### src/hdl/cfs_pkg.sv
`timescale 1ns / 1ps
// ----------------------------------------------------------------------------
// CSV field splitter package
// Shared types, codes and constants of the CSV field splitter.
// ----------------------------------------------------------------------------
package cfs_pkg;

  localparam int unsigned BLANK_DEPTH_DEFAULT = 16;
  localparam int unsigned QUEUE_DEPTH_DEFAULT = 2;

  localparam logic [7:0] CHAR_SPACE = 8'h20;
  localparam logic [7:0] CHAR_TAB   = 8'h09;
  localparam logic [7:0] CHAR_CR    = 8'h0D;
  localparam logic [7:0] CHAR_LF    = 8'h0A;

  localparam logic [7:0] DELIMITER_RESET = 8'd44;
  localparam logic [7:0] ENCLOSURE_RESET = 8'd34;

  typedef enum logic {
    CFG_DELIMITER = 1'b0,
    CFG_ENCLOSURE = 1'b1
  } cfs_cfg_idx_e;

  typedef enum logic {
    ACT_BYTE = 1'b0,
    ACT_EOL  = 1'b1
  } cfs_action_e;

  typedef enum logic [1:0] {
    KIND_BYTE    = 2'd0,
    KIND_END     = 2'd1,
    KIND_ERROR   = 2'd2,
    KIND_ABANDON = 2'd3
  } cfs_kind_e;

  typedef enum logic [1:0] {
    ERR_DELIM    = 2'd0,
    ERR_UNCLOSED = 2'd1,
    ERR_OVERFLOW = 2'd2
  } cfs_err_e;

  typedef struct packed {
    cfs_action_e action;
    logic [7:0]  in_byte;
  } cfs_in_t;

  typedef struct packed {
    cfs_kind_e   kind;
    logic [7:0]  out_byte;
    logic [15:0] field_number;
    logic [15:0] column;
    cfs_err_e    error_code;
    logic        line_last;
  } cfs_out_t;

  function automatic logic [15:0] sat_inc16(input logic [15:0] x);
    sat_inc16 = (x == 16'hFFFF) ? x : x + 16'd1;
  endfunction

endpackage

### src/hdl/csv_field_splitter_top.sv
`timescale 1ns / 1ps
// ----------------------------------------------------------------------------
// CSV field splitter
// Splits a stream of line bytes into fields on a configurable delimiter,
// with quoted fields, trailing blank removal and error reporting.
// ----------------------------------------------------------------------------
//  Channel   Direction  Handshake            Payload
//  in        input      in_valid_i/in_stall_o  cfs_in_t (action, in_byte)
//  out       output     out_valid_o/out_stall_i cfs_out_t (kind .. line_last)
//  cfg       input      cfg_valid_i/cfg_ready_o cfg_index_i, cfg_data_i
//
//  The front end takes one item per cycle while the command queue is not
//  full, and issues at most one command. The back end sends one result per
//  cycle unless the output stalls; held blanks go out before the content
//  byte that follows them, and while they drain the two-entry command queue
//  fills and stalls input. Reset is asynchronous and active low; the
//  configuration port is always ready.
// ----------------------------------------------------------------------------
module csv_field_splitter_top #(
  parameter int unsigned BLANK_DEPTH = cfs_pkg::BLANK_DEPTH_DEFAULT,
  parameter int unsigned QUEUE_DEPTH = cfs_pkg::QUEUE_DEPTH_DEFAULT
) (
  input  logic              clk_i,
  input  logic              rst_ni,
  input  logic              in_valid_i,
  output logic              in_stall_o,
  input  cfs_pkg::cfs_in_t  in_item_i,
  output logic              out_valid_o,
  input  logic              out_stall_i,
  output cfs_pkg::cfs_out_t out_item_o,
  input  logic              cfg_valid_i,
  output logic              cfg_ready_o,
  input  logic              cfg_index_i,
  input  logic [7:0]        cfg_data_i
);
  import cfs_pkg::*;

  localparam int unsigned CntW = $clog2(BLANK_DEPTH + 1);
  localparam int unsigned CmdW = $bits(cfs_out_t) + CntW + BLANK_DEPTH;

  logic                   fire, push, pop, q_empty, q_full;
  cfs_out_t               f_rec, b_rec;
  logic [CntW-1:0]        f_cnt, b_cnt;
  logic [BLANK_DEPTH-1:0] f_kinds, b_kinds;
  logic [CmdW-1:0]        q_head;

  assign cfg_ready_o = 1'b1;
  assign in_stall_o  = q_full;
  assign fire        = in_valid_i && !q_full;

  cfs_front #(
    .BLANK_DEPTH(BLANK_DEPTH)
  ) u_front (
    .clk_i       (clk_i),
    .rst_ni      (rst_ni),
    .cfg_valid_i (cfg_valid_i),
    .cfg_index_i (cfg_index_i),
    .cfg_data_i  (cfg_data_i),
    .item_fire_i (fire),
    .item_i      (in_item_i),
    .cmd_push_o  (push),
    .cmd_rec_o   (f_rec),
    .cmd_cnt_o   (f_cnt),
    .cmd_kinds_o (f_kinds)
  );

  cfs_queue #(
    .WIDTH(CmdW),
    .DEPTH(QUEUE_DEPTH)
  ) u_queue (
    .clk_i       (clk_i),
    .rst_ni      (rst_ni),
    .push_i      (push),
    .push_data_i ({f_rec, f_cnt, f_kinds}),
    .pop_i       (pop),
    .head_o      (q_head),
    .empty_o     (q_empty),
    .full_o      (q_full)
  );

  assign {b_rec, b_cnt, b_kinds} = q_head;

  cfs_back #(
    .BLANK_DEPTH(BLANK_DEPTH)
  ) u_back (
    .clk_i       (clk_i),
    .rst_ni      (rst_ni),
    .q_empty_i   (q_empty),
    .q_rec_i     (b_rec),
    .q_cnt_i     (b_cnt),
    .q_kinds_i   (b_kinds),
    .q_pop_o     (pop),
    .out_valid_o (out_valid_o),
    .out_item_o  (out_item_o),
    .out_stall_i (out_stall_i)
  );

endmodule

### src/hdl/cfs_front.sv
`timescale 1ns / 1ps
// ----------------------------------------------------------------------------
// CSV field splitter front end
// Holds the parse state, classifies each line byte and issues at most one
// command (a result record plus the held blanks to flush before it) per item.
// ----------------------------------------------------------------------------
module cfs_front #(
  parameter int unsigned BLANK_DEPTH = cfs_pkg::BLANK_DEPTH_DEFAULT,
  parameter int unsigned CntW = $clog2(BLANK_DEPTH + 1),
  parameter int unsigned IdxW = (BLANK_DEPTH > 1) ? $clog2(BLANK_DEPTH) : 1
) (
  input  logic             clk_i,
  input  logic             rst_ni,
  input  logic             cfg_valid_i,
  input  logic             cfg_index_i,
  input  logic [7:0]       cfg_data_i,
  input  logic             item_fire_i,
  input  cfs_pkg::cfs_in_t item_i,
  output logic             cmd_push_o,
  output cfs_pkg::cfs_out_t cmd_rec_o,
  output logic [CntW-1:0]  cmd_cnt_o,
  output logic [BLANK_DEPTH-1:0] cmd_kinds_o
);
  import cfs_pkg::*;

  typedef enum logic [2:0] {
    MODE_START,
    MODE_PLAIN,
    MODE_QUOTED,
    MODE_QUOTE_SEEN,
    MODE_AFTER_QUOTE,
    MODE_DISCARD
  } mode_e;

  localparam logic [CntW-1:0] DepthCnt = CntW'(BLANK_DEPTH);

  mode_e                  mode_q, mode_d;
  logic [CntW-1:0]        cnt_q, cnt_d;
  logic [BLANK_DEPTH-1:0] kinds_q, kinds_d;
  logic [15:0]            field_q, field_d;
  logic [15:0]            col_q, col_d;
  logic [7:0]             delim_q, encl_q;

  logic [7:0]      c;
  logic            is_blank, is_skip;
  logic [CntW-1:0] eff_cnt;

  assign c        = item_i.in_byte;
  assign is_blank = (c == CHAR_SPACE) || (c == CHAR_TAB);
  assign is_skip  = is_blank || (c == CHAR_CR) || (c == CHAR_LF);
  // A field start always begins with an empty blank buffer.
  assign eff_cnt  = (mode_q == MODE_START) ? '0 : cnt_q;

  always_comb begin
    mode_d  = mode_q;
    cnt_d   = cnt_q;
    kinds_d = kinds_q;
    field_d = field_q;
    col_d   = col_q;

    cmd_push_o = 1'b0;
    cmd_cnt_o  = '0;
    cmd_kinds_o = kinds_q;
    cmd_rec_o.kind         = KIND_BYTE;
    cmd_rec_o.out_byte     = 8'd0;
    cmd_rec_o.field_number = field_q;
    cmd_rec_o.column       = col_q;
    cmd_rec_o.error_code   = ERR_DELIM;
    cmd_rec_o.line_last    = 1'b0;

    if (item_fire_i) begin
      if (item_i.action == ACT_EOL) begin
        cmd_push_o = 1'b1;
        cmd_rec_o.line_last = 1'b1;
        unique case (mode_q)
          MODE_QUOTED: begin
            cmd_rec_o.kind       = KIND_ERROR;
            cmd_rec_o.error_code = ERR_UNCLOSED;
          end
          MODE_DISCARD: cmd_rec_o.kind = KIND_ABANDON;
          default:      cmd_rec_o.kind = KIND_END;
        endcase
        mode_d  = MODE_START;
        cnt_d   = '0;
        field_d = '0;
        col_d   = '0;
      end else begin
        col_d = sat_inc16(col_q);
        unique case (mode_q)
          MODE_START, MODE_PLAIN: begin
            if ((mode_q == MODE_START) && (c == encl_q)) begin
              mode_d = MODE_QUOTED;
            end else if (c == delim_q) begin
              cmd_push_o     = 1'b1;
              cmd_rec_o.kind = KIND_END;
              field_d        = sat_inc16(field_q);
              cnt_d          = '0;
              mode_d         = MODE_START;
            end else if (is_blank) begin
              mode_d = MODE_PLAIN;
              if (eff_cnt < DepthCnt) begin
                kinds_d[eff_cnt[IdxW-1:0]] = (c == CHAR_TAB);
                cnt_d = eff_cnt + CntW'(1);
              end else begin
                cnt_d                = '0;
                cmd_push_o           = 1'b1;
                cmd_rec_o.kind       = KIND_ERROR;
                cmd_rec_o.error_code = ERR_OVERFLOW;
                mode_d               = MODE_DISCARD;
              end
            end else begin
              // Content byte: held blanks go out first, then the byte.
              mode_d             = MODE_PLAIN;
              cmd_push_o         = 1'b1;
              cmd_cnt_o          = eff_cnt;
              cmd_rec_o.out_byte = c;
              cnt_d              = '0;
            end
          end
          MODE_QUOTED: begin
            if (c == encl_q) begin
              mode_d = MODE_QUOTE_SEEN;
            end else begin
              cmd_push_o         = 1'b1;
              cmd_rec_o.out_byte = c;
            end
          end
          MODE_QUOTE_SEEN, MODE_AFTER_QUOTE: begin
            if ((mode_q == MODE_QUOTE_SEEN) && (c == encl_q)) begin
              cmd_push_o         = 1'b1;
              cmd_rec_o.out_byte = c;
              mode_d             = MODE_QUOTED;
            end else if (c == delim_q) begin
              cmd_push_o     = 1'b1;
              cmd_rec_o.kind = KIND_END;
              field_d        = sat_inc16(field_q);
              mode_d         = MODE_START;
            end else if (is_skip) begin
              mode_d = MODE_AFTER_QUOTE;
            end else begin
              cmd_push_o           = 1'b1;
              cmd_rec_o.kind       = KIND_ERROR;
              cmd_rec_o.error_code = ERR_DELIM;
              mode_d               = MODE_DISCARD;
            end
          end
          default: mode_d = MODE_DISCARD;
        endcase
      end
    end
  end

  always_ff @(posedge clk_i or negedge rst_ni) begin
    if (!rst_ni) begin
      mode_q  <= MODE_START;
      cnt_q   <= '0;
      field_q <= '0;
      col_q   <= '0;
      delim_q <= DELIMITER_RESET;
      encl_q  <= ENCLOSURE_RESET;
    end else begin
      mode_q  <= mode_d;
      cnt_q   <= cnt_d;
      field_q <= field_d;
      col_q   <= col_d;
      if (cfg_valid_i) begin
        unique case (cfs_cfg_idx_e'(cfg_index_i))
          CFG_DELIMITER: delim_q <= cfg_data_i;
          CFG_ENCLOSURE: encl_q  <= cfg_data_i;
        endcase
      end
    end
  end

  // Blank kinds are only read below the held count.
  always_ff @(posedge clk_i) begin
    kinds_q <= kinds_d;
  end

endmodule

### src/hdl/cfs_queue.sv
`timescale 1ns / 1ps
// ----------------------------------------------------------------------------
// CSV field splitter command queue
// Small register queue that decouples the front end from the back end.
// ----------------------------------------------------------------------------
module cfs_queue #(
  parameter int unsigned WIDTH = 8,
  parameter int unsigned DEPTH = cfs_pkg::QUEUE_DEPTH_DEFAULT
) (
  input  logic             clk_i,
  input  logic             rst_ni,
  input  logic             push_i,
  input  logic [WIDTH-1:0] push_data_i,
  input  logic             pop_i,
  output logic [WIDTH-1:0] head_o,
  output logic             empty_o,
  output logic             full_o
);

  localparam int unsigned PtrW = (DEPTH > 1) ? $clog2(DEPTH) : 1;
  localparam int unsigned FillW = $clog2(DEPTH + 1);
  localparam logic [PtrW-1:0] LastPtr = PtrW'(DEPTH - 1);
  localparam logic [FillW-1:0] FullFill = FillW'(DEPTH);

  logic [WIDTH-1:0] store_q [DEPTH];
  logic [PtrW-1:0]  wr_q, rd_q;
  logic [FillW-1:0] fill_q;

  assign empty_o = (fill_q == '0);
  assign full_o  = (fill_q == FullFill);
  assign head_o  = store_q[rd_q];

  always_ff @(posedge clk_i or negedge rst_ni) begin
    if (!rst_ni) begin
      wr_q   <= '0;
      rd_q   <= '0;
      fill_q <= '0;
    end else begin
      if (push_i) begin
        wr_q <= (wr_q == LastPtr) ? '0 : wr_q + PtrW'(1);
      end
      if (pop_i) begin
        rd_q <= (rd_q == LastPtr) ? '0 : rd_q + PtrW'(1);
      end
      if (push_i && !pop_i) begin
        fill_q <= fill_q + FillW'(1);
      end else if (pop_i && !push_i) begin
        fill_q <= fill_q - FillW'(1);
      end
    end
  end

  always_ff @(posedge clk_i) begin
    if (push_i) begin
      store_q[wr_q] <= push_data_i;
    end
  end

endmodule

### src/hdl/cfs_back.sv
`timescale 1ns / 1ps
// ----------------------------------------------------------------------------
// CSV field splitter back end
// Expands each command into its held blank bytes and its record, and drives
// the registered result channel.
// ----------------------------------------------------------------------------
module cfs_back #(
  parameter int unsigned BLANK_DEPTH = cfs_pkg::BLANK_DEPTH_DEFAULT,
  parameter int unsigned CntW = $clog2(BLANK_DEPTH + 1),
  parameter int unsigned IdxW = (BLANK_DEPTH > 1) ? $clog2(BLANK_DEPTH) : 1
) (
  input  logic                   clk_i,
  input  logic                   rst_ni,
  input  logic                   q_empty_i,
  input  cfs_pkg::cfs_out_t      q_rec_i,
  input  logic [CntW-1:0]        q_cnt_i,
  input  logic [BLANK_DEPTH-1:0] q_kinds_i,
  output logic                   q_pop_o,
  output logic                   out_valid_o,
  output cfs_pkg::cfs_out_t      out_item_o,
  input  logic                   out_stall_i
);
  import cfs_pkg::*;

  logic                   cur_valid_q, cur_valid_d;
  cfs_out_t               cur_rec_q;
  logic [CntW-1:0]        cur_cnt_q;
  logic [BLANK_DEPTH-1:0] cur_kinds_q;
  logic [CntW-1:0]        idx_q, idx_d;
  logic                   out_valid_q, out_valid_d;
  cfs_out_t               out_q, out_d;

  cfs_out_t               src_rec;
  logic [CntW-1:0]        src_cnt, src_idx;
  logic [BLANK_DEPTH-1:0] src_kinds;
  logic                   src_valid, load, take_blank;

  // Work on the held command, or straight from the queue head when none.
  assign src_rec   = cur_valid_q ? cur_rec_q   : q_rec_i;
  assign src_cnt   = cur_valid_q ? cur_cnt_q   : q_cnt_i;
  assign src_kinds = cur_valid_q ? cur_kinds_q : q_kinds_i;
  assign src_idx   = cur_valid_q ? idx_q       : '0;
  assign src_valid = cur_valid_q || !q_empty_i;

  assign load       = (!out_valid_q || !out_stall_i) && src_valid;
  assign take_blank = src_idx < src_cnt;
  assign q_pop_o    = load && !cur_valid_q;

  always_comb begin
    cur_valid_d = cur_valid_q;
    idx_d       = idx_q;
    out_valid_d = out_valid_q && out_stall_i;
    out_d       = out_q;
    if (load) begin
      out_valid_d = 1'b1;
      out_d       = src_rec;
      if (take_blank) begin
        out_d.kind       = KIND_BYTE;
        out_d.out_byte   = src_kinds[src_idx[IdxW-1:0]] ? CHAR_TAB : CHAR_SPACE;
        out_d.error_code = ERR_DELIM;
        out_d.line_last  = 1'b0;
        cur_valid_d      = 1'b1;
        idx_d            = src_idx + CntW'(1);
      end else begin
        cur_valid_d = 1'b0;
      end
    end
  end

  always_ff @(posedge clk_i or negedge rst_ni) begin
    if (!rst_ni) begin
      cur_valid_q <= 1'b0;
      idx_q       <= '0;
      out_valid_q <= 1'b0;
    end else begin
      cur_valid_q <= cur_valid_d;
      idx_q       <= idx_d;
      out_valid_q <= out_valid_d;
    end
  end

  always_ff @(posedge clk_i) begin
    out_q <= out_d;
    if (q_pop_o) begin
      cur_rec_q   <= q_rec_i;
      cur_cnt_q   <= q_cnt_i;
      cur_kinds_q <= q_kinds_i;
    end
  end

  assign out_valid_o = out_valid_q;
  assign out_item_o  = out_q;

endmodule
### config.mk
export PLATFORM = sky130hd
export DESIGN_NAME = csv_field_splitter_top
export DESIGN_NICKNAME = d
export VERILOG_FILES = /design/src/hdl/cfs_pkg.sv /design/src/hdl/csv_field_splitter_top.sv /design/src/hdl/cfs_front.sv /design/src/hdl/cfs_queue.sv /design/src/hdl/cfs_back.sv
export SDC_FILE = /design/constraint.sdc
export NUM_CORES = 1
export LEC_CHECK = 0
export ABC_AREA = 1
export ABC_CLOCK_PERIOD_IN_PS = 5500
export BUFFER_PORTS_ARGS = -buffer_cell sky130_fd_sc_hd__clkbuf_2
export CORE_UTILIZATION = 61
export DETAILED_ROUTE_END_ITERATION = 8
export MAX_ROUTING_LAYER = met4
export PLACE_DENSITY = 0.75
export SLEW_MARGIN = 5
export SYNTH_ARGS = -nofsm -noshare
export SYNTH_HDL_FRONTEND = slang
export SYNTH_HIERARCHICAL = 1
export SYNTH_SLANG_ARGS = --single-unit
### constraint.sdc
create_clock -name clk_i -period 5.5 [get_ports clk_i]
set_clock_uncertainty 0.15 [all_clocks]
set_input_delay 0.275 -clock clk_i [delete_from_list [all_inputs] [get_ports clk_i]]
set_output_delay 0.275 -clock clk_i [all_outputs]
set_load 0.005 [all_outputs]
### Yosys cells after proc, flatten, opt, wreduce, memory -nomap -nowiden

Memories as Yosys holds them, arrays and structs flattened.
Index checks and enable logic that the tools add are counted.

| storage, ports and cells | value |
|---|---|
| bits in registers | 194 |
| RAM bits | 132 |
| logic and storage cells | 185 |
| memories kept | 1 |

| operators by class | value |
|---|---|
| $add $sub $neg | 8 |
| magnitude comparators | 5 |
| equal/unequal tests | 19 |
| mux-type cells | 85 |
| bitwise operators | 4 |
| reductions and logical operators | 36 |

Memories:

| memory | words | bits a word | read ports | clocked after memory_dff | wr ports | line | text |
|---|---|---|---|---|---|---|---|
| u_queue.store_q | 2 | 66 | 1 | 0 | 1 | cfs_queue.sv:25 | `logic [WIDTH-1:0] store_q [DEPTH];` |

Operators by type and width:

| cell | number |
|---|---|
| two-way mux 16 bit | 8 |
| two-way mux 5 bit | 15 |
| two-way mux 8 bit | 6 |
| two-way mux 45 bit | 1 |
| adder 16 x 1 -> 16 bit (second input constant) | 2 |
| equality test 16 bit (second input constant) | 2 |
| case mux 16 bit (2 select lines) | 1 |
| two-way mux 3 bit | 9 |
| two-way mux 2 bit | 13 |
| equality test 8 x 4 -> 1 bit (second input constant) | 3 |
| case mux 8 bit (3 select lines) | 1 |
| two-way mux 1 bit | 21 |
| two-way mux 10 bit | 2 |
| bitwise mux 16 bit | 1 |
| equality test 8 bit | 2 |
| adder 5 x 1 -> 5 bit (second input constant) | 2 |
| < comparator 4 x 5 -> 1 bit (second input constant) | 2 |
| AND reduction 2 bit | 5 |
| logical AND 1 bit | 9 |
| case mux 3 bit (3 select lines) | 1 |
| equality test 8 x 6 -> 1 bit (second input constant) | 1 |
| case mux 2 bit (2 select lines) | 2 |
| logical NOT 1 bit | 7 |
| AND reduction 7 bit | 1 |
| other kinds (26) | 40 |

### Logic depth before layout (Yosys ltp)

Gate-level depths: netlist of run 1.

| depth | value |
|---|---|
| depth after elaboration | 14 |
| gate-level depth with buffers | 19 |
| depth with buffers taken out | 18 |

### Hierarchy

The synthesis of run 1 kept the hierarchy.

Modules (own cells, without submodules):

| module | instances | cells an instance | area each (um^2) |
|---|---|---|---|
| cfs_queue | 1 | 230 | 5082.4 |
| cfs_back | 1 | 384 | 4758.3 |
| cfs_front | 1 | 624 | 4456.8 |
| csv_field_splitter_top | 1 | 4 | 21.3 |

### Least setup slack after synthesis of run 1

No wires, ideal clock.

| timing path | value |
|---|---|
| path kind | flip-flop to flip-flop |
| from | register u_front.encl_q[1] |
| to | memory u_queue/store_q[0][0] in the netlist's numbering (enable) |
| library setup time | 491 ps |
| data arrival time | 4262 ps |
| data required time | 4859 ps |
| setup slack | 597 ps |
| cell stages (with the launch flop) | 13 |
| clock period less this slack | 4903 ps |
| cells stage by stage | dfstp_2 -> nand2_1 -> nand2_1 -> nand2_1 -> nor2_2 -> nand3_1 -> nand3_1 -> nand2_1 -> nand3_1 -> nand2_1 -> nand2_1 -> inv_1 -> nor2_1 |

| between the ends | value |
|---|---|
| cells in the longest elaborated chain, start to end | 8 |

Ends and longest elaborated chain:

| element | line | text |
|---|---|---|
| start: declaration | cfs_front.sv:42 | `logic [7:0] delim_q, encl_q;` |
| start signal: assignment | cfs_front.sv:169 | `CFG_ENCLOSURE: encl_q <= cfg_data_i;` |
| equality test 8 bit * | cfs_front.sv:91, cfs_front.sv:121, cfs_front.sv:129 |  |
| logical AND 1 bit (on tied branches) | cfs_front.sv:129, cfs_front.sv:91 |  |
| two-way mux 1 bit (on tied branches) | cfs_front.sv:129, cfs_front.sv:91 |  |
| case mux 1 bit (3 select lines) * | cfs_front.sv:89 | `unique case (mode_q)` |
| two-way mux 1 bit * | cfs_front.sv:72 | `if (item_i.action == ACT_EOL) begin` |
| two-way mux 1 bit * | cfs_front.sv:71 | `if (item_fire_i) begin` |
| named net push | csv_field_splitter_top.sv:41 | `logic fire, push, pop, q_empty, q_full;` |
| two-way mux 1 bit * | cfs_queue.sv:54 | `if (push_i) begin` |
| two-way mux 1 bit (not written as such) * | cfs_queue.sv:55 | `store_q[wr_q] <= push_data_i;` |
| end: declaration | cfs_queue.sv:25 |  |

The timed path passes the listed nets; every way through them passes the cells marked *.

### Worst setup path in the final report of run 1

| timing path | value |
|---|---|
| from | input port in_item_i[0] in the netlist's numbering |
| to | memory u_queue/store_q[1][63] in the netlist's numbering (enable) |

| between the ends | value |
|---|---|
| cells in the longest elaborated chain, start to end | 12 |

Ends and longest elaborated chain:

| element | line | text |
|---|---|---|
| start: declaration | csv_field_splitter_top.sv:27 | `input cfs_pkg::cfs_in_t in_item_i,` |
| equality test 8 x 6 -> 1 bit or equality test 8 x 4 -> 1 bit (tied branches) | cfs_front.sv:49 | `assign is_blank = (c == CHAR_SPACE) \|\| (c == CHAR_TAB);` |
| logical OR 1 bit | cfs_front.sv:49 |  |
| logical OR 1 bit (2 in a row) | cfs_front.sv:50 | `assign is_skip = is_blank \|\| (c == CHAR_CR) \|\| (c == CHAR_LF);` |
| two-way mux 1 bit | cfs_front.sv:138 | `end else if (is_skip) begin` |
| two-way mux 1 bit | cfs_front.sv:133 | `end else if (c == delim_q) begin` |
| two-way mux 1 bit | cfs_front.sv:129 | `if ((mode_q == MODE_QUOTE_SEEN) && (c == encl_q)) begin` |
| case mux 1 bit (3 select lines) * | cfs_front.sv:89 |  |
| two-way mux 1 bit * | cfs_front.sv:72 |  |
| two-way mux 1 bit * | cfs_front.sv:71 |  |
| named net push | csv_field_splitter_top.sv:41 |  |
| two-way mux 1 bit * | cfs_queue.sv:54 |  |
| two-way mux 1 bit (not written as such) * | cfs_queue.sv:55 |  |

Marks and branches as above.

==> results of run 1 <==
through the flow:
step                      setup WS (ps)  std cells
after floorplan                     597       1242
after global placement             2170       1596
after detailed placement           2110       1596
after CTS                          2110       1663
after global routing               1780       1663
final                              2090       1663
timing repair:
| item | CTS | global route |
|---|---|---|
| buffers inserted | 0 | 0 |
| hold buffers | 11 | 0 |
| endpoints found under the hold margin | 82 | 0 |
worst max path at each step:
stage,from,depth (start not counted),slack (ps),to
final,in_item_i[0],16,2090,u_queue/store_q[1][63]$_DFFE_PP_
after global routing,in_item_i[0],16,1780,u_queue/store_q[1][17]$_DFFE_PP_
after CTS,u_front/encl_q[1]$_DFFE_PN1P_,13,2110,u_queue/store_q[1][34]$_DFFE_PP_
after detailed placement,in_item_i[0],15,2110,u_queue/store_q[1][39]$_DFFE_PP_
after global placement,u_front/encl_q[1]$_DFFE_PN1P_,13,2170,u_queue/store_q[1][31]$_DFFE_PP_
after floorplan,u_front/encl_q[1]$_DFFE_PN1P_,12,600,u_queue/store_q[0][0]$_DFFE_PP_
metal layers:
| metal | routed length [um] | GRT usage |
|---|---|---|
| met5 | 0 | - |
| met4 | 384 | 0.0556 |
| met3 | 1710 | 0.0415 |
| met2 | 12800 | 0.380 |
| met1 | 12100 | 0.322 |
flip-flops by register name, indices dropped and copies added, names as in the netlist, 16 cells and up:
register             cells
u_front/col_q           16
u_back/out_item_o       45
u_front/field_q         16
u_queue/store_q        132
u_back/cur_rec_q        45
u_front/cmd_kinds_o     16
u_back/cur_kinds_q      16
worst register-to-register path, delay by kind of cell (launching register included):
family / cells / cell delay [ps]
buf+inv: 2 / 1140
simple gates: 11 / 1200
flops: 1 / 540
power groups by stage:
| stage | sequential, W | combinational, W | clock, W |
|---|---|---|---|
| floorplan | 0.00392 | 0.00158 | 0 |
| global route | 0.00409 | 0.00229 | 0.00214 |
| global placement | 0.00402 | 0.00202 | 0 |
| finish | 0.00401 | 0.00207 | 0.00201 |
| CTS | 0.00402 | 0.00208 | 0.00205 |
| detailed placement | 0.00406 | 0.00206 | 0 |
cells in the final DEF, fill, tap and decap left out, drive strengths merged:
cell	Yosys	final
nor4	1	1
dfstp	5	5
nand3	75	75
clkinv	0	10
conb	1	1
ha	11	11
nor3	21	21
clkbuf	8	110
a21oi	23	23
o31ai	3	3
clkinvlp	0	1
o21ai	43	43
xor2	24	24
inv	103	104
o21bai	1	1
xnor2	8	8
nand4	15	15
mux2i	3	3
buf	27	8
edfxtp	259	259
dfrtp	62	62
bufinv	1	3
nand2	370	370
dlygate4sd3	0	11
nor2	101	101
a211oi	1	1
o211ai	3	3
nand3b	2	2
or2	5	5
mux2	66	66
final cells by class:
cell class | count | share of cell area
tap | 313 | 0.0245
inverter | 104 | 0.0253
clock buffer | 42 | 0.0524
timing repair buffer | 87 | 0.0318
multi-input combinational | 777 | 0.266
sequential | 326 | 0.592
clock inverter | 14 | 0.00783
cells by family after synthesis:
family | count (synthesis) | share of synthesized area
other | 1 | 0.000262
AND/OR/NAND/NOR | 590 | 0.174
flip-flops | 326 | 0.661
multiplexers | 69 | 0.0619
buffers and inverters | 139 | 0.0430
AO/OA/AOI/OAI | 74 | 0.0311
adder cells (fa/ha/maj) | 11 | 0.00961
XOR/XNOR | 32 | 0.0196
==> results.ini, run 1 <==
[status]
status = finished, final reports clean

[critical_path]
cp_data_arrival_time_ps = 3460
cpLargestDelayFamily = buffers and inverters
r2r_cells = 13
cp_slowest_cell = inv_2
crit_top_cell = nand2_1
slowest_delay_ps = 610
worstReg2RegEnd = u_queue/store_q[1][63]$_DFFE_PP_
r2r-start = u_front/encl_q[1]$_DFFE_PN1P_
worstPathCellList = dlygate4sd3_1 > clkbuf_2 > inv_1 > nand2_1 > nand2_1 > nand2_1 > nor2_2 > nand3_1 > nand3_1 > nand2_1 > nand3_1 > nand2_1 > nand2_1 > nand2_1 > inv_2 > buf_4
cp_max_fo = 37
critPathKind = in -> reg
worst_ep_required_time_ps = 5550
start_kind = input port
path_buf_inv = 5
ff2ff_setup_slack_ps = 2100
endpoint_kind = register

[power]
p_total_w = 0.00809
powerDensity_mw_per_mm2 = 506
seqPwrFrac = 0.496
pwr-share-comb = 0.255
p_sw_w = 0.00250
leakagePower_nw = 6.60
internal_power_w = 0.00560
switching_share = 0.308
clockPowerShare = 0.249
vdd_drop_max_uv = 246

[synth]
syn_nets = 1276
synth_seq_cells = 326
synthTopCellsByArea = edfxtp_1 54%, dfrtp_1 11%, nand2_1 9.4%, mux2_4 3.1%, mux2_2 2.8%
synth-edff-count = 259
syn_area_sq_mm = 0.0143
synthFlopType = edfxtp_1
async_flop_share = 0.206
yosysSeqAreaShare = 0.661
ys_warn_count = 6
yosysUniqueCellTypes = 42
synth_top_area_frac = 0.543
avgSynthCellArea_sq_um = 11.5
synth_top_area_cell = edfxtp_1
yosysMostFrequentCell = nand2_1
synthCells = 1242
synth_commonest_cells = 358 x nand2_1, 259 x edfxtp_1, 91 x nor2_1, 90 x inv_1, 74 x nand3_1

[global_route]
grt_pass1_wl_mm = 43.6
grt_usage = 0.238
grt_pass1_vias = 8765
grt_overflow = 0
antenna_found_initial = 0
grt_max_degree = 68

[finish]
multiInputGateArea_sq_mm = 0.00425
final-seq-area_sq_mm = 0.00947
fin_nets = 1361
final_area_sq_mm = 0.0160
syn2layout_area_growth_pct = 11.6
utilization = 0.700
layout-drive-gt1-share = 0.185
antennaDiodeCount = 0
nFillCells = 1652

[die]
ioPinCount = 71
die-area_sq_mm = 0.0241
start_util = 0.627
die_w_um = 155
die_height_um = 155
core_sq_mm = 0.0228
rows = 55

[cts]
root_buffer = clkbuf_16
cts_tree = yes
numCtsBuffers = 31
clkSinkCount = 326
cts.repair.resized = 0
insertion_delay_ps = 550
clockBufferDepth = 3
path_clk_slew_ps = 60
htreeDepth = 1

[flow_run]
drv_cap = 0

[timing]
tightest_slew_ps = 946
tns_ps = 0
period_needed_ps = 3410
holdWs_ps = 35.1
rsz0062_at_grt = no
finalHoldViolations = 0
finalSetupViolCount = 0
slew_violations = 0
fmax_ghz = 0.293
fin_crit_sh = 0.620
relSlewSlack = 0.369

[min_path]
min_path_type = in -> reg
hold_start = in_item_i[6]
hold_path_depth = 3
whs_endpoint = u_queue/store_q[1][62]$_DFFE_PP_

[drt]
dr.pass1.iters = 5
totalWireLength_mm = 27.0
drt_iter0_markers = 781
antenna_left = 0
num_vias = 8986
drt-wirelength-per-cell_um = 16.3
viasPerCell = 5.40
drc_errors = 0

[placed_design]
globalplace.congestion = 0.923
dpl-instance-area_sq_mm = 0.0149
dp_hpwl_mm = 17.6
port_buffers = 69

No activity file was read; power rests on OpenSTA's default activity.
==> run 2: changes to the inputs <==
--- a/config.mk
+++ b/config.mk
@@ -6,7 +6,7 @@
 export NUM_CORES = 1
 export LEC_CHECK = 0
 export ABC_AREA = 1
-export ABC_CLOCK_PERIOD_IN_PS = 5500
+export ABC_CLOCK_PERIOD_IN_PS = 3300
 export BUFFER_PORTS_ARGS = -buffer_cell sky130_fd_sc_hd__clkbuf_2
 export CORE_UTILIZATION = 61
 export DETAILED_ROUTE_END_ITERATION = 8
==> constraint.sdc (replaced) <==
create_clock -name clk_i -period 3.3 [get_ports clk_i]
set_clock_uncertainty 0.15 [all_clocks]
set_input_delay 0.165 -clock clk_i [delete_from_list [all_inputs] [get_ports clk_i]]
set_output_delay 0.165 -clock clk_i [all_outputs]
set_load 0.005 [all_outputs]
==> run 2 against run 1 <==
Final area up 2.3%; cell count grew 1.1%; critical path depth down 1; combinational power grew 76%; critical endpoint is now u_queue/store_q[1][34]$_DFFE_PP_.
==> results.ini, run 2 (synthesis results as in run 1) <==
[drt]
viasPerCell = 5.37  ; -0.71%
antenna_left = 0  ; unchanged
drt-wirelength-per-cell_um = 16.4  ; +1.1%
dr.pass1.iters = 7  ; +2
totalWireLength_mm = 27.6  ; +2.2%
drc_errors = 0  ; unchanged
num_vias = 9019  ; +0.37%
drt_iter0_markers = 811  ; +3.8%

[die]
rows = 55  ; unchanged
ioPinCount = 71  ; unchanged
die_w_um = 155  ; unchanged
start_util = 0.627  ; unchanged
die_height_um = 155  ; unchanged
die-area_sq_mm = 0.0241  ; unchanged
core_sq_mm = 0.0228  ; unchanged

[critical_path]
start_kind = register
cpLargestDelayFamily = simple AND/OR/NAND/NOR gates
slowest_delay_ps = 540  ; -70 ps
crit_top_cell = nand2_1
endpoint_kind = register
path_buf_inv = 4  ; -1
crit_start = u_front/delim_q[2]$_DFFE_PN1P_
worstPathCellList = inv_1 > nand2_1 > nand2_1 > nor2_1 > nand2_1 > inv_1 > nand2_1 > nand2_1 > nand3_1 > nand3_1 > nand2_1 > nand2_1 > nand2_1 > clkinvlp_4 > buf_12
worst_ep_required_time_ps = 3310  ; -2240 ps
cp_max_fo = 66  ; +78%
cp_slowest_cell = dfstp_2
critPathKind = reg -> reg
cp_data_arrival_time_ps = 2820  ; -640 ps
r2r-start = u_front/delim_q[2]$_DFFE_PN1P_

[min_path]
min_path_type = in -> reg
hold_start = in_item_i[3]

[finish]
layout-drive-gt1-share = 0.203  ; +0.0180
fin_nets = 1377  ; +1.2%
layout_commonest_cell = nand2_1
largest_reg_flops = 132  ; unchanged
largest_register = u_queue/store_q
final_area_sq_mm = 0.0164  ; +2.3%
final_cells = 1681  ; +1.1%
antennaDiodeCount = 0  ; unchanged
syn2layout_area_growth_pct = 14.2
final_cell_mix = 355 x nand2_1, 259 x edfxtp_1, 89 x nor2_1

[power]
switching_share = 0.303  ; -0.00516
pwr-share-comb = 0.258  ; +0.003
powerDensity_mw_per_mm2 = 865  ; +71%
internal_power_w = 0.00986  ; +76%
p_total_w = 0.0142  ; +75%
clockPowerShare = 0.277  ; +0.028
seqPwrFrac = 0.465  ; -0.031
p_sw_w = 0.00429  ; +72%
leakagePower_nw = 6.75  ; +2.3%
vdd_drop_max_uv = 547  ; +120%

[timing]
rsz0062_at_grt = no
period_needed_ps = 2810
fin_crit_sh = 0.852
finalSetupViolCount = 0  ; unchanged
finalHoldViolations = 0  ; unchanged
tightest_slew_ps = 960  ; +13.9 ps
fmax_ghz = 0.356
relSlewSlack = 0.358  ; -0.0116
holdWs_ps = 12.0  ; -23.2 ps
slew_violations = 0  ; unchanged

[placed_design]
dp_hpwl_mm = 17.8  ; +1.2%
port_buffers = 69  ; unchanged
globalplace.congestion = 0.889  ; -3.7%
dp_cells = 1604  ; +0.50%
dpl-instance-area_sq_mm = 0.0150  ; +0.91%

[status]
status = finished, final reports clean

[cts]
path_clk_slew_ps = 60  ; about the same
cts_tree = yes
clockBufferDepth = 3  ; unchanged
htreeDepth = 2  ; +1
clkSinkCount = 326  ; unchanged
root_buffer = clkbuf_16
insertion_delay_ps = 500  ; -50 ps
numCtsBuffers = 35  ; +13%

[global_route]
grt_usage = 0.243  ; +0.00545
grt_overflow = 0  ; unchanged
antenna_found_initial = 0  ; unchanged
grt_pass1_vias = 8681  ; -0.96%
grt_max_degree = 67  ; -1.5%
grt_pass1_wl_mm = 44.1  ; +1.1%

[flow_run]
drv_cap = 0  ; unchanged

[run 2: cell count changes in the layout (fill, tap and decap cells not counted), sizes merged]
cell,before,now
clkbuf,110,113
dlygate4sd3,11,15
clkinv,10,8
clkinvlp,1,5
buf,8,16
bufinv,3,5
inv,104,103
[run 2: final timing paths]
check	endpoint	slack, ps	depth (start not counted)
max in group asynchronous	u_front/delim_q[2]$_DFFE_PN1P_	2000	3
hold reg to reg	u_queue/store_q[0][5]$_DFFE_PP_	290	0
setup reg to reg	u_queue/store_q[1][34]$_DFFE_PP_	490	15
setup / recovery	u_queue/store_q[1][34]$_DFFE_PP_	490	15
min in group asynchronous	u_back/idx_q[0]$_DFFE_PN0P_	210	2
hold / removal	u_queue/store_q[1][59]$_DFFE_PP_	10	3
[run 2: through the flow]
step / TNS [ps] / setup WS, ps / util
after floorplan: -126 / -96.1 / -
after global placement: 0 / 580 / 0.659
after detailed placement: 0 / 555 / 0.659
after CTS: 0 / 536 / 0.716
after global routing: 0 / 228 / 0.716
final: 0 / 489 / 0.716
[run 2: repair_timing]
action / CTS / global route
hold endpoints to repair: 60 / 0
setup endpoints to repair: 0 / 0
hold buffers: 15 / 0
resized for setup: 0 / 0
buffers inserted: 0 / 0
[run 2: area by class of cell]
type / count / area [sq um]
repair buffers: 99 / 646
flip-flops and latches: 326 / 9470
clock buffers: 45 / 953
inverters: 104 / 415
well taps: 313 / 392
multi-input cells: 777 / 4280
fillers: 1614 / 6490
clock inverters: 17 / 208
[run 2: worst reg2reg max path, cell delays in order, from the launching register on]
cell and delay [ps]:
dfstp_2 540, inv_1 40, nand2_1 50, nand2_1 50, nor2_1 160, nand2_1 130
inv_1 80, nand2_1 120, nand2_1 150, nand3_1 90, nand3_1 100, nand2_1 60
nand2_1 170, nand2_1 130, clkinvlp_4 100, buf_12 330
[run 2: metal layers]
metal,share of wire,global-route usage,up-vias
met5,0,-,-
met4,0.020,0.0770,0
met2,0.46,0.374,272
met3,0.053,0.0345,54
met1,0.46,0.339,4305
li1,-,-,4388
[run 2: power groups by stage]
stage,combinational [W],sequential (W),clock [W]
finish,0.00365,0.00658,0.00392
global route,0.00406,0.00669,0.00414
CTS,0.00369,0.00659,0.00398
detailed placement,0.00364,0.00665,0
global placement,0.00355,0.00660,0
floorplan,0.00269,0.00650,0
==> run 3: changes to the inputs <==
--- a/config.mk
+++ b/config.mk
@@ -6,7 +6,7 @@
 export NUM_CORES = 1
 export LEC_CHECK = 0
 export ABC_AREA = 1
-export ABC_CLOCK_PERIOD_IN_PS = 3300
+export ABC_CLOCK_PERIOD_IN_PS = 2950
 export BUFFER_PORTS_ARGS = -buffer_cell sky130_fd_sc_hd__clkbuf_2
 export CORE_UTILIZATION = 61
 export DETAILED_ROUTE_END_ITERATION = 8
==> constraint.sdc (replaced) <==
create_clock -name clk_i -period 2.95 [get_ports clk_i]
set_clock_uncertainty 0.15 [all_clocks]
set_input_delay 0.1475 -clock clk_i [delete_from_list [all_inputs] [get_ports clk_i]]
set_output_delay 0.1475 -clock clk_i [all_outputs]
set_load 0.005 [all_outputs]
==> run 3 against run 2 <==
Clock-buffer cell count shrank 5; total power grew 11%; critical endpoint is now u_queue/store_q[1][58]$_DFFE_PP_; non-clock buffer count grew 3; routed wire length shrank 0.32%; worst setup slack lost 130 ps; hold slack gained 26 ps; via count grew 1.6%; sequential power grew 11%; die area is the same; largest power group unchanged.
==> results.ini, run 3 (synthesis results as in run 1) <==
[power]
switching_share = 0.308  ; +0.00470
internal_power_w = 0.0108  ; +10%
p_sw_w = 0.00483  ; +12%
pwr-share-comb = 0.265  ; +0.007
seqPwrFrac = 0.468  ; +0.003
leakagePower_nw = 6.74  ; -0.15%
powerDensity_mw_per_mm2 = 957  ; +11%
clockPowerShare = 0.268  ; -0.009
vdd_drop_max_uv = 557  ; +2.0%

[critical_path]
crit_start = u_queue/fill_q[1]$_DFFE_PN0P_
cp_data_arrival_time_ps = 2760  ; -60 ps
r2r-start = u_queue/fill_q[1]$_DFFE_PN0P_
r2r_cells = 7  ; -8
endpoint_kind = register
ff2ff_setup_slack_ps = 360  ; -130 ps
worstReg2RegEnd = u_queue/store_q[1][58]$_DFFE_PP_
cp_max_fo = 8  ; -88%
worst_ep_required_time_ps = 3120  ; -190 ps
critPathKind = reg -> reg
start_kind = register

[finish]
final_cell_mix = 351 x nand2_1, 259 x edfxtp_1, 89 x nor2_1
largest_reg_flops = 132  ; unchanged
nFillCells = 1560  ; -3.3%
antennaDiodeCount = 0  ; unchanged
utilization = 0.717  ; about the same
final_cells = 1686  ; +0.30%
fin_nets = 1380  ; +0.22%
syn2layout_area_growth_pct = 14.3  ; about the same
layout_commonest_cell = nand2_1
layout-drive-gt1-share = 0.205  ; +0.00217
largest_register = u_queue/store_q

[timing]
relSlewSlack = 0.374  ; +0.0159
fmax_ghz = 0.387  ; +8.7%
finalHoldViolations = 0  ; unchanged
slew_violations = 0  ; unchanged
tightest_slew_ps = 936  ; -23.7 ps
rsz0062_at_grt = no
layout_setup_ws_ps = 363  ; -126 ps
period_needed_ps = 2590  ; -224 ps
fin_crit_sh = 0.877  ; +0.0250
finalSetupViolCount = 0  ; unchanged

[cts]
insertion_delay_ps = 510  ; about the same
clockBufferDepth = 3  ; unchanged
cts.repair.resized = 0  ; unchanged
numCtsBuffers = 35  ; unchanged
post_cts_buffers = 0  ; unchanged
postCtsHoldBufs = 18  ; +3
root_buffer = clkbuf_16
htreeDepth = 2  ; unchanged
clkSinkCount = 326  ; unchanged
cts_tree = yes
path_clk_slew_ps = 60  ; about the same

[min_path]
min_path_type = in -> reg
hold_path_depth = 3  ; unchanged
whs_endpoint = u_queue/store_q[0][58]$_DFFE_PP_
hold_start = in_item_i[2]

[die]
rows = 55  ; unchanged
die-area_sq_mm = 0.0241  ; unchanged
die_w_um = 155  ; unchanged
core_sq_mm = 0.0228  ; unchanged
ioPinCount = 71  ; unchanged
start_util = 0.627  ; unchanged
die_height_um = 155  ; unchanged

[flow_run]
drv_cap = 0  ; unchanged

[placed_design]
globalplace.congestion = 0.879  ; -1.2%
dp_cells = 1604  ; unchanged
pre_cts_ws_ps = 369  ; -187 ps
dp_hpwl_mm = 17.6  ; -0.88%
port_buffers = 69  ; unchanged

[drt]
antenna_left = 0  ; unchanged
totalWireLength_mm = 27.5  ; -0.32%
num_vias = 9161  ; +1.6%
drt_iter0_markers = 792  ; -2.3%
drc_errors = 0  ; unchanged
drt-wirelength-per-cell_um = 16.3  ; -0.62%
viasPerCell = 5.43  ; +1.3%
dr.pass1.iters = 7  ; unchanged

[global_route]
grt_usage = 0.246  ; +0.00255
antenna_found_initial = 0  ; unchanged
grt_overflow = 0  ; unchanged
grt_pass1_wl_mm = 45.0  ; +2.0%
grt_pass1_vias = 8948  ; +3.1%
grt_max_degree = 67  ; unchanged

[status]
status = finished, final reports clean

## run 3: cell types whose count changed in the layout (fill, tap and decap cells not counted), sizes merged
cell,delta
inv,-1
dlygate4sd3,+3
clkinv,+8
bufinv,-2
clkinvlp,+2
clkbuf,-5
## run 3: stage by stage
stage	TNS (ps)	total power, W	hold slack [ps]	instance area, sq um
global placement	0	0.0114	41.3	15100
finish	0	0.0157	37.9	16400
global route	0	0.0165	39.8	16400
CTS	0	0.0158	1.40	16400
floorplan	-14700	0.0103	-298	14400
detailed placement	0	0.0115	51.3	15100
## run 3: layout make-up
| type | count | area (sq um) | share of cell area |
|---|---|---|---|
| clock buffer | 40 | 936 | 0.0572 |
| clock inverter | 24 | 190 | 0.0116 |
| inverter | 104 | 415 | 0.0254 |
| multi-input combinational | 777 | 4300 | 0.263 |
| sequential | 326 | 9470 | 0.578 |
| tap | 313 | 392 | 0.0239 |
| timing repair buffer | 102 | 676 | 0.0413 |
## run 3: worst max-delay path: stages (launching register included)
cell and delay, ps:
dfrtp_1 410, inv_1 110, nor2_1 100, nor2_2 300, inv_1 150, nor3_1 710, nand2_1 200, nor2_1 270
## run 3: power groups by stage
stage                     clock [W]  sequential, W  combinational (W)
after floorplan                   0        0.00727            0.00301
after global placement            0        0.00735            0.00401
after detailed placement          0        0.00742            0.00411
after CTS                   0.00427        0.00734            0.00418
after global routing        0.00444        0.00746            0.00460
final                       0.00420        0.00733            0.00415
## run 3: worst max path at each step
stage          slack [ps]                               end
2_1_floorplan        -450     u_queue/fill_q[1]$_DFFE_PN0P_
3_3_place_gp          390   u_back/out_item_o[40]$_DFFE_PP_
3_5_place_dp          370   u_queue/store_q[0][2]$_DFFE_PP_
4_1_cts               340   u_back/out_item_o[35]$_DFFE_PP_
5_1_grt               130   u_back/out_item_o[40]$_DFFE_PP_
6_report              360  u_queue/store_q[1][58]$_DFFE_PP_
## run 3: layer usage
| layer | vias to the layer above | GRT usage | wire, um |
|---|---|---|---|
| met1 | 4413 | 0.334 | 12600 |
| met2 | 304 | 0.392 | 13000 |
| li1 | 4406 | - | - |
| met5 | - | - | 0 |
| met3 | 38 | 0.0382 | 1470 |
| met4 | 0 | 0.0626 | 438 |
